File: src/gift64_block_cipher_unit_defines.svh
// Assertion helpers shared by the cipher unit.
`ifndef GIFT64_BLOCK_CIPHER_UNIT_DEFINES_SVH
`define GIFT64_BLOCK_CIPHER_UNIT_DEFINES_SVH

// Clocked check that is switched off while reset is high.
`define GIFT64_ASSERT(lbl, prop, msg) \
  lbl: assert property (@(posedge clk) disable iff (rst) prop) else $error(msg);

// Clocked check that also holds through reset.
`define GIFT64_ASSERT_ALWAYS(lbl, prop, msg) \
  lbl: assert property (@(posedge clk) prop) else $error(msg);

`endif

File: src/gift64_pkg.sv
`timescale 1ns / 1ps

package gift64_pkg;

  localparam int NUM_ROUNDS = 28;

  // configuration register indexes
  localparam logic REG_KEY_LOW  = 1'b0;
  localparam logic REG_KEY_HIGH = 1'b1;

  localparam logic FUNC_ENC = 1'b0;
  localparam logic FUNC_DEC = 1'b1;

  localparam logic [3:0] SBOX_FWD [16] = '{
    4'h1, 4'ha, 4'h4, 4'hc, 4'h6, 4'hf, 4'h3, 4'h9,
    4'h2, 4'hd, 4'hb, 4'h7, 4'h5, 4'h0, 4'h8, 4'he
  };
  localparam logic [3:0] SBOX_INV [16] = '{
    4'hd, 4'h0, 4'h8, 4'h6, 4'h2, 4'hc, 4'h4, 4'hb,
    4'he, 4'h7, 4'h1, 4'ha, 4'h3, 4'h9, 4'hf, 4'h5
  };

  // round constants from the 6-bit LFSR, round 0 first
  localparam logic [5:0] RC_TABLE [28] = '{
    6'h01, 6'h03, 6'h07, 6'h0f, 6'h1f, 6'h3e, 6'h3d, 6'h3b,
    6'h37, 6'h2f, 6'h1e, 6'h3c, 6'h39, 6'h33, 6'h27, 6'h0e,
    6'h1d, 6'h3a, 6'h35, 6'h2b, 6'h16, 6'h2c, 6'h18, 6'h30,
    6'h21, 6'h02, 6'h05, 6'h0b
  };

  typedef struct packed {
    logic valid;
    logic func;
  } gift64_ctrl_t;

  // round key words for one round: u goes to nibble bit 1, v to nibble bit 0
  typedef struct packed {
    logic [15:0] u;
    logic [15:0] v;
    logic [5:0]  rc;
  } gift64_rkey_t;

  function automatic logic [5:0] perm_dest(input int unsigned i);
    int unsigned q;
    int unsigned m;
    int unsigned d;
    q = (i >> 2) & 32'd3;
    m = i & 32'd3;
    d = ((i >> 4) << 2) + (((3 * q + m) & 32'd3) << 4) + m;
    return d[5:0];
  endfunction

  function automatic logic [63:0] sub_fwd(input logic [63:0] x);
    logic [63:0] y;
    for (int j = 0; j < 16; j++) begin
      y[4*j +: 4] = SBOX_FWD[x[4*j +: 4]];
    end
    return y;
  endfunction

  function automatic logic [63:0] sub_inv(input logic [63:0] x);
    logic [63:0] y;
    for (int j = 0; j < 16; j++) begin
      y[4*j +: 4] = SBOX_INV[x[4*j +: 4]];
    end
    return y;
  endfunction

  function automatic logic [63:0] perm_fwd(input logic [63:0] x);
    logic [63:0] y;
    for (int i = 0; i < 64; i++) begin
      y[perm_dest(i)] = x[i];
    end
    return y;
  endfunction

  function automatic logic [63:0] perm_inv(input logic [63:0] x);
    logic [63:0] y;
    for (int i = 0; i < 64; i++) begin
      y[i] = x[perm_dest(i)];
    end
    return y;
  endfunction

  function automatic logic [63:0] add_round(input logic [63:0] x, input gift64_rkey_t rk);
    logic [63:0] y;
    y = x;
    for (int j = 0; j < 16; j++) begin
      y[4*j]     = y[4*j] ^ rk.v[j];
      y[4*j + 1] = y[4*j + 1] ^ rk.u[j];
    end
    for (int j = 0; j < 6; j++) begin
      y[4*j + 3] = y[4*j + 3] ^ rk.rc[j];
    end
    y[63] = ~y[63];
    return y;
  endfunction

  // key words and constant for round r; r is fixed per cell, so this is wiring
  function automatic gift64_rkey_t round_key(input logic [127:0] key, input int r);
    logic [15:0] w [8];
    logic [15:0] t0;
    logic [15:0] t1;
    gift64_rkey_t rk;
    for (int i = 0; i < 8; i++) begin
      w[i] = key[16*i +: 16];
    end
    for (int k = 0; k < NUM_ROUNDS; k++) begin
      if (k < r) begin
        t0 = w[0];
        t1 = w[1];
        for (int i = 0; i < 6; i++) begin
          w[i] = w[i + 2];
        end
        w[6] = {t0[11:0], t0[15:12]};
        w[7] = {t1[1:0], t1[15:2]};
      end
    end
    rk.u  = w[1];
    rk.v  = w[0];
    rk.rc = RC_TABLE[r];
    return rk;
  endfunction

endpackage

File: src/gift64_round_cell.sv
`timescale 1ns / 1ps

module gift64_round_cell (
  input  logic                      clk,
  input  logic                      rst,
  input  gift64_pkg::gift64_ctrl_t  ctrl_in,
  input  logic [63:0]               block_prev,
  input  gift64_pkg::gift64_rkey_t  rk_enc,
  input  gift64_pkg::gift64_rkey_t  rk_dec,
  output gift64_pkg::gift64_ctrl_t  ctrl_out,
  output logic [63:0]               block_cur
);
  import gift64_pkg::*;

  logic [63:0] enc_next;
  logic [63:0] dec_next;

  always_comb begin
    enc_next = add_round(perm_fwd(sub_fwd(block_prev)), rk_enc);
    dec_next = sub_inv(perm_inv(add_round(block_prev, rk_dec)));
  end

  always_ff @(posedge clk) begin
    if (rst) begin
      ctrl_out <= '0;
    end else begin
      ctrl_out <= ctrl_in;
    end
  end

  always_ff @(posedge clk) begin
    if (ctrl_in.func == FUNC_DEC) begin
      block_cur <= dec_next;
    end else begin
      block_cur <= enc_next;
    end
  end

endmodule

File: config.mk
export PLATFORM = sky130hd
export DESIGN_NAME = gift64_round_cell
export DESIGN_NICKNAME = d
export VERILOG_FILES = /design/src/gift64_block_cipher_unit_defines.svh /design/src/gift64_pkg.sv /design/src/gift64_round_cell.sv
export SDC_FILE = /design/constraint.sdc
export NUM_CORES = 1
export LEC_CHECK = 0
export CAP_MARGIN = 10
export CORE_ASPECT_RATIO = 1.1
export CORE_MARGIN = 3
export CORE_UTILIZATION = 45
export CTS_CLUSTER_DIAMETER = 60
export DETAILED_ROUTE_END_ITERATION = 12
export DONT_BUFFER_PORTS = 1
export SLEW_MARGIN = 20
export SYNTH_ARGS = -nofsm -noshare
export SYNTH_HDL_FRONTEND = slang
export SYNTH_SLANG_ARGS = --single-unit
File: constraint.sdc
create_clock -name clk -period 1.8 [get_ports clk]
set_input_delay 0.27 -clock clk [delete_from_list [all_inputs] [get_ports clk]]
set_output_delay 0.27 -clock clk [all_outputs]
set_load 0.005 [all_outputs]
==> results by group, run 1 <==
Routing
  • DR vias: 5122
  • Detail Route Antenna Nets: 0
  • Via-to-Cell Ratio: 5.347
  • First DRT Iteration DRCs: 232
  • DRC viols: 0
  • Final wirelength: 18.74 mm
  • Drt first pass iters: 4
  • WL per Instance: 19.56 um

Synth
  • Top_reg_cell synth: dfxtp_1
  • Synth async-reset ratio: 0%
  • Synth Area in Simple Gates: 5.754%
  • Mapped Cells: 773
  • #FFs+latches synth: 66
  • Yosys warnings: 0
  • Synthesized area: 6980 um2
  • Syn avg cell area: 9.030 um2
  • Multiplexer share of the synthesized area: 24.40%
  • Sequential area share after synthesis: 18.93%
  • Post-synthesis adder-cell area fraction: 14.34%
  • Number of enable flip-flop cells after synthesis: 0
  • Synth cell types: 29
  • Xor/xnor cell area share of the yosys netlist: 19.27%
  • Largest family of logic cells by synthesized area: multiplexers
  • Mapped Nets: 997
  • Compound-Gate Fraction of Synth Area: 8.478%

Min path
  • Worst min path class: in2reg

Global routing
  • Final global-route overflow total: 0
  • Tot GR Track Use: 21.52%
  • Initial antenna violation count: 0
  • First-pass GRT wire length: 28.38 mm
  • Largest net degree at the start of global routing: 113
  • Number of global-route vias before repair: 5187

Layout
  • Antenna cells: 0
  • Filler Cells Inserted: 1429
  • Non-Filler Instances: 958
  • Layout net count: 981
  • Core Util, Final: 48.98%
  • Area grow syn2layout: 6.041%
  • Fraction of layout instances using a drive strength above 1: 9.974%

CTS
  • Clk buf depth: 2
  • Root Driver: clkbuf_16
  • CTS tree: built
  • TritonCTS buffer count: 9
  • Clk pin slew, worst setup/hold paths: 0.06 ns
  • Cts repair resizes: 0
  • Postcts setup bufs: 0
  • Clk sink count: 66
  • H-Tree Level Count: 3

Power
  • Max IR drop VDD: 435.8 uV
  • Comb pwr share: 32.6%
  • Pwr per Cell Area: 747.2 nW/um2
  • Sw Pwr: 1.704 mW
  • Internal: 3.827 mW
  • Sw Share: 30.81%
  • Design Power: 5.531 mW
  • Clock power share: 33.0%
  • LEAKAGE: 3.460 nW
  • Seq pwr share: 34.4%

Worst setup path
  • Crit path max-delay family: compound AO/OA/AOI/OAI gates
  • Worst path bufs/invs: 1
  • CP endpoint kind: flop
  • CP Cell Sequence: xnor2_1 -> inv_1 -> ha_1 -> mux2_2 -> o21ai_0 -> mux2i_1
  • Required @ worst endpoint: 2.00 ns
  • Max FO, Critical Path: 6
  • Setup Crit Path Kind: in2reg
  • Crit path max-delay cell type: o21ai_0
  • Max incr delay on CP: 0.41 ns
  • CP startpoint kind: input port
  • CP arrival: 1.72 ns

STA
  • RSZ-0062 raised after global routing: no
  • Measured slew at the worst slew-check pin: 0.4997 ns
  • F_max: 0.6580 GHz
  • Final Slew Violations: 0
  • Worst Slack Setup Final: 0.2802 ns
  • Period utilization: 84.43%
  • Slew margin rel.: 66.34%
  • Hold Violations, Final: 0
  • Final worst path period need: 1.520 ns
  • Number of setup violations in the final report: 0

Die
  • Die height: 136.6 um
  • Die Area: 17040 um2
  • Core ar.: 15110 um2
  • Initial Util: 46.19%
  • Num ports: 210
  • Die X-Extent: 124.8 um
  • Row cnt: 47

Placement
  • Input/output buffers: 0
  • Setup WS pre-CTS: -0.1276 ns
  • Placed insts: 941
  • Post-detail-place hpwl: 15.28 mm
  • Gpl congestion: 0.8835

Flow run
  • Max_cap viols: 0

Outcome
  • Outcome: completed
==> layout make-up <==
| type | count | area (um2) | area share (%) |
|---|---|---|---|
| multi-input combinational | 566 | 5042 | 68.12 |
| sequential | 66 | 1321 | 17.85 |
| inverter | 97 | 364.1 | 4.919 |
| clock buffer | 14 | 264.0 | 3.567 |
| tap | 196 | 245.2 | 3.313 |
| timing repair buffer | 17 | 130.1 | 1.758 |
| clock inverter | 2 | 35.03 | 0.4733 |
==> synth_stat cells, types with 4 or more instances <==
library cell | instances | area, um2
a211oi_1 | 12 | 90.09
a21o_1 | 8 | 60.06
a21oi_1 | 30 | 150.1
buf_2 | 25 | 125.1
buf_4 | 7 | 52.55
buf_6 | 4 | 45.04
clkbuf_1 | 6 | 22.52
dfxtp_1 | 66 | 1321
ha_1 | 80 | 1001
inv_1 | 97 | 364.1
mux2_2 | 25 | 281.5
mux2i_1 | 106 | 1061
mux4_2 | 16 | 360.4
nand2_1 | 40 | 150.1
nand3b_1 | 9 | 67.56
nor2_1 | 38 | 142.6
o21ai_0 | 41 | 205.2
o21ai_1 | 4 | 20.02
xnor2_1 | 102 | 893.4
xnor2_4 | 5 | 137.6
xor2_1 | 34 | 297.8
==> timing repair <==
item | 4_1_cts | 5_1_grt
endpoints found under the hold margin | 2 | 0
endpoints found under the setup margin | 0 | 0
hold buffers | 1 | 0
==> per-stage QoR <==
stage | instance area [um2] | setup TNS (ns) | hold WS (ns)
floorplan | 6980 | 0 | 0.3416
global placement | 7093 | -0.08595 | 0.3421
detailed placement | 7093 | -0.1894 | 0.3443
CTS | 7402 | 0 | 0.0003324
global route | 7402 | 0 | 0.005319
finish | 7402 | 0 | 0.009296
==> path summary, 6_finish.rpt <==
path | from | endpoint | slack [ns] | cells after the start
worst min-delay path | ctrl_in[0] | block_cur[18] | 0.009 | 1
worst max-delay path | block_prev[4] | block_cur[16] | 0.28 | 6
==> layout by cell type (no fill, tap or decap), types with 4 or more instances in the layout <==
master / count
a211oi_1: 12
mux4_2: 16
nor2_1: 38
a21oi_1: 30
xnor2_4: 5
mux2_2: 25
a21o_1: 8
xnor2_1: 102
nand3b_1: 9
inv_1: 97
ha_1: 80
mux2i_1: 106
o21ai_0: 41
o21ai_1: 4
nand2_1: 40
clkbuf_16: 9
xor2_1: 34
buf_4: 16
dfxtp_1: 66
==> power groups by stage <==
stage | sequential, mW | combinational, mW | clock, mW
after CTS | 1.91 | 1.82 | 1.88
after global placement | 1.95 | 1.74 | 0
final | 1.90 | 1.80 | 1.83
after floorplan | 1.86 | 1.53 | 0
after global routing | 1.93 | 2.01 | 1.94
after detailed placement | 1.94 | 1.81 | 0
==> registers in the layout, indices dropped and copies added, names as in the netlist <==
register   flops
block_cur     64
ctrl_out       2
==> per-layer routing <==
layer	vias to the layer above	wire length (um)	global-route usage (%)	part of all wire, %
li1	2517	-	-	-
met1	2414	7621	24.76	41
met2	167	9431	38.22	50
met3	24	1319	6.948	7.0
met4	0	367	6.638	2.0
met5	-	0	0	0
==> logic make-up (layout without fill, tap and decap cells) <==
group	Yosys count	in the layout
adders and majority gates	80	80
and+or+nand+nor	93	93
xor gates and xnor gates	142	142
buffers and inverters	141	130
AOI/OAI and AO/OA	104	104
DFF	66	66
muxes	147	147
(Power assumes the default switching activity.)
==> run 2: changes to the inputs <==
clock period = 1.3 ns   (was 1.8 ns; I/O delays follow)
==> run 2 against run 1 <==
Net effect:
- the flow now finishes with violations (hold timing)
- count of clock-buffer cells in the layout is 3 lower
- design area is 15% higher
- hold slack worse by 0.048 ns
- via count is 2.4% higher
- global-route usage is 0.60 points higher
- die area stayed put
- combinational power is 65% higher
- critical path type unchanged
==> results by group, run 2 (synthesis results as in run 1) <==
CTS
  • Postcts setup bufs: 0 (unchanged)
  • Clk buf depth: 2 (unchanged)
  • H-Tree Level Count: 3 (unchanged)
  • TritonCTS buffer count: 9 (unchanged)
  • CTS tree: built
  • Clk pin slew, worst setup/hold paths: 0.05 ns (about the same)
  • CTS Hold Bufs: 2 (+1)
  • Cts repair resizes: 0 (unchanged)
  • Clk sink count: 66 (unchanged)
  • Root Driver: clkbuf_16

Die
  • Row cnt: 47 (unchanged)
  • Die height: 136.6 um (unchanged)
  • Num ports: 210 (unchanged)
  • Die Area: 17040 um2 (unchanged)
  • Die X-Extent: 124.8 um (unchanged)
  • Core ar.: 15110 um2 (unchanged)
  • Initial Util: 46.19% (unchanged)

Global routing
  • Initial antenna violation count: 0 (unchanged)
  • Tot GR Track Use: 22.12% (+0.60 points)
  • Largest net degree at the start of global routing: 113 (unchanged)
  • First-pass GRT wire length: 29.24 mm (+3.0%)
  • Final global-route overflow total: 0 (unchanged)
  • Number of global-route vias before repair: 5498 (+6.0%)

Worst setup path
  • Crit path max-delay family: multiplexers
  • CP endpoint kind: flop
  • CP Cell Sequence: xnor2_4 -> inv_1 -> ha_2 -> mux2_2 -> o21ai_0 -> buf_4 -> mux2i_1
  • Max FO, Critical Path: 4 (-2)
  • Crit path max-delay cell type: mux2_2
  • CP arrival: 1.43 ns (-0.29 ns)
  • Setup Crit Path Kind: in2reg
  • Required @ worst endpoint: 1.52 ns (-0.48 ns)
  • CP startpoint kind: input port
  • Max incr delay on CP: 0.26 ns (-0.15 ns)
  • Worst path bufs/invs: 2 (+1)

STA
  • RSZ-0062 raised after global routing: no
  • Slew margin rel.: 64.91% (-1.4 points)
  • Setup TNS Final: 0 ns (unchanged)
  • Final Slew Violations: 0 (unchanged)
  • Number of setup violations in the final report: 0 (unchanged)
  • Hold slack: -0.03850 ns (-0.04780 ns)
  • Period utilization: 93.07%
  • Hold Violations, Final: 22 (+22)
  • Final worst path period need: 1.210 ns
  • Measured slew at the worst slew-check pin: 0.5231 ns (+0.02349 ns)
  • F_max: 0.8265 GHz

Routing
  • Final wirelength: 18.95 mm (+1.1%)
  • DRC viols: 0 (unchanged)
  • First DRT Iteration DRCs: 202 (-13%)
  • Detail Route Antenna Nets: 0 (unchanged)
  • DR vias: 5247 (+2.4%)
  • Drt first pass iters: 6 (+2)
  • Via-to-Cell Ratio: 5.273 (-1.4%)
  • WL per Instance: 19.05 um (-2.6%)

Min path
  • Worst min-delay path endpoint: block_cur[16]
  • Worst min path class: in2reg
  • Hold_sp: ctrl_in[0]
  • Worst Hold Path Cells: 1 (unchanged)

Layout
  • Core Util, Final: 56.42% (+7.4 points)
  • Most common cell after layout, fill and taps aside: mux2i_1
  • Largest regs: block_cur (64), ctrl_out (2)
  • Most frequent cells in the layout: 106 x mux2i_1, 82 x inv_1, 71 x xnor2_1, 66 x dfxtp_1, 54 x buf_4
  • Antenna cells: 0 (unchanged)
  • Layout net count: 1020 (+4.0%)
  • Fraction of layout instances using a drive strength above 1: 24.03% (+14 points)
  • Filler Cells Inserted: 1328 (-7.1%)
  • Largest Register: block_cur
  • Non-Filler Instances: 995 (+3.9%)
  • Max FFs per register: 64 (unchanged)
  • Area grow syn2layout: 22.15%

Power
  • Max IR drop VDD: 673.9 uV (+55%)
  • LEAKAGE: 3.832 nW (+11%)
  • Pwr per Cell Area: 949.3 nW/um2 (+27%)

Flow run
  • Max_cap viols: 0 (unchanged)

Outcome
  • Outcome: finished with violations
  • Failing checks: hold timing

Placement
  • Gpl congestion: 0.8508 (-3.7%)
  • Input/output buffers: 0 (unchanged)
  • Post-detail-place hpwl: 15.78 mm (+3.2%)
  • Placed insts: 979 (+4.0%)
-- run 2: cell types whose count changed in the layout (fill, tap and decap cells not counted), moves of 14 or more --
cell,delta
ha_2,+14
ha_4,+16
inv_2,+15
ha_1,-30
xnor2_4,+31
buf_4,+38
inv_1,-15
xnor2_1,-31
-- run 2: cell type report --
cell class	instances	area, um2	area share, %
Timing Repair Buffer	56	425.4	4.989
Sequential cell	66	1321	15.50
Multi-Input combinational cell	566	5878	68.94
Tap cell	196	245.2	2.876
Clock buffer	11	252.7	2.964
Inverter	97	364.1	4.270
Clock inverter	3	40.04	0.4696
-- run 2: routing by layer --
layer | vias to the layer above | wire length [um] | GRT usage [%]
met3 | 24 | 1141 | 5.738
met5 | - | 0 | 0
met2 | 157 | 9558 | 39.66
li1 | 2607 | - | -
met4 | 0 | 412 | 7.004
met1 | 2459 | 7840 | 25.95
-- run 2: worst max-delay path by stage --
stage	from	endpoint	slack, ns	cells past startpoint
floorplan	rk_dec[15]	block_cur[25]	-0.04	5
global placement	rk_dec[7]	block_cur[16]	-0.23	7
detailed placement	rk_dec[7]	block_cur[16]	-0.30	7
CTS	rk_dec[7]	block_cur[16]	0.05	7
global route	rk_dec[7]	block_cur[16]	0.03	7
finish	rk_dec[7]	block_cur[16]	0.09	7
-- run 2: power by group --
part           internal [mW]  switching [mW]
Sequential              2.40           0.229
Combinational           1.71            1.27
Clock                   1.56           0.933
-- run 2: through the flow --
stage               hold slack (ns)  setup slack [ns]  power [mW]  cell area, um2
global placement             0.2680           -0.2280       5.549            8214
CTS                        -0.06281           0.05497       8.201            8527
floorplan                    0.2666          -0.04118       5.016            7816
detailed placement           0.2688           -0.3048       5.663            8214
global route               -0.04222           0.02802       8.591            8527
finish                     -0.03850           0.09007       8.095            8527
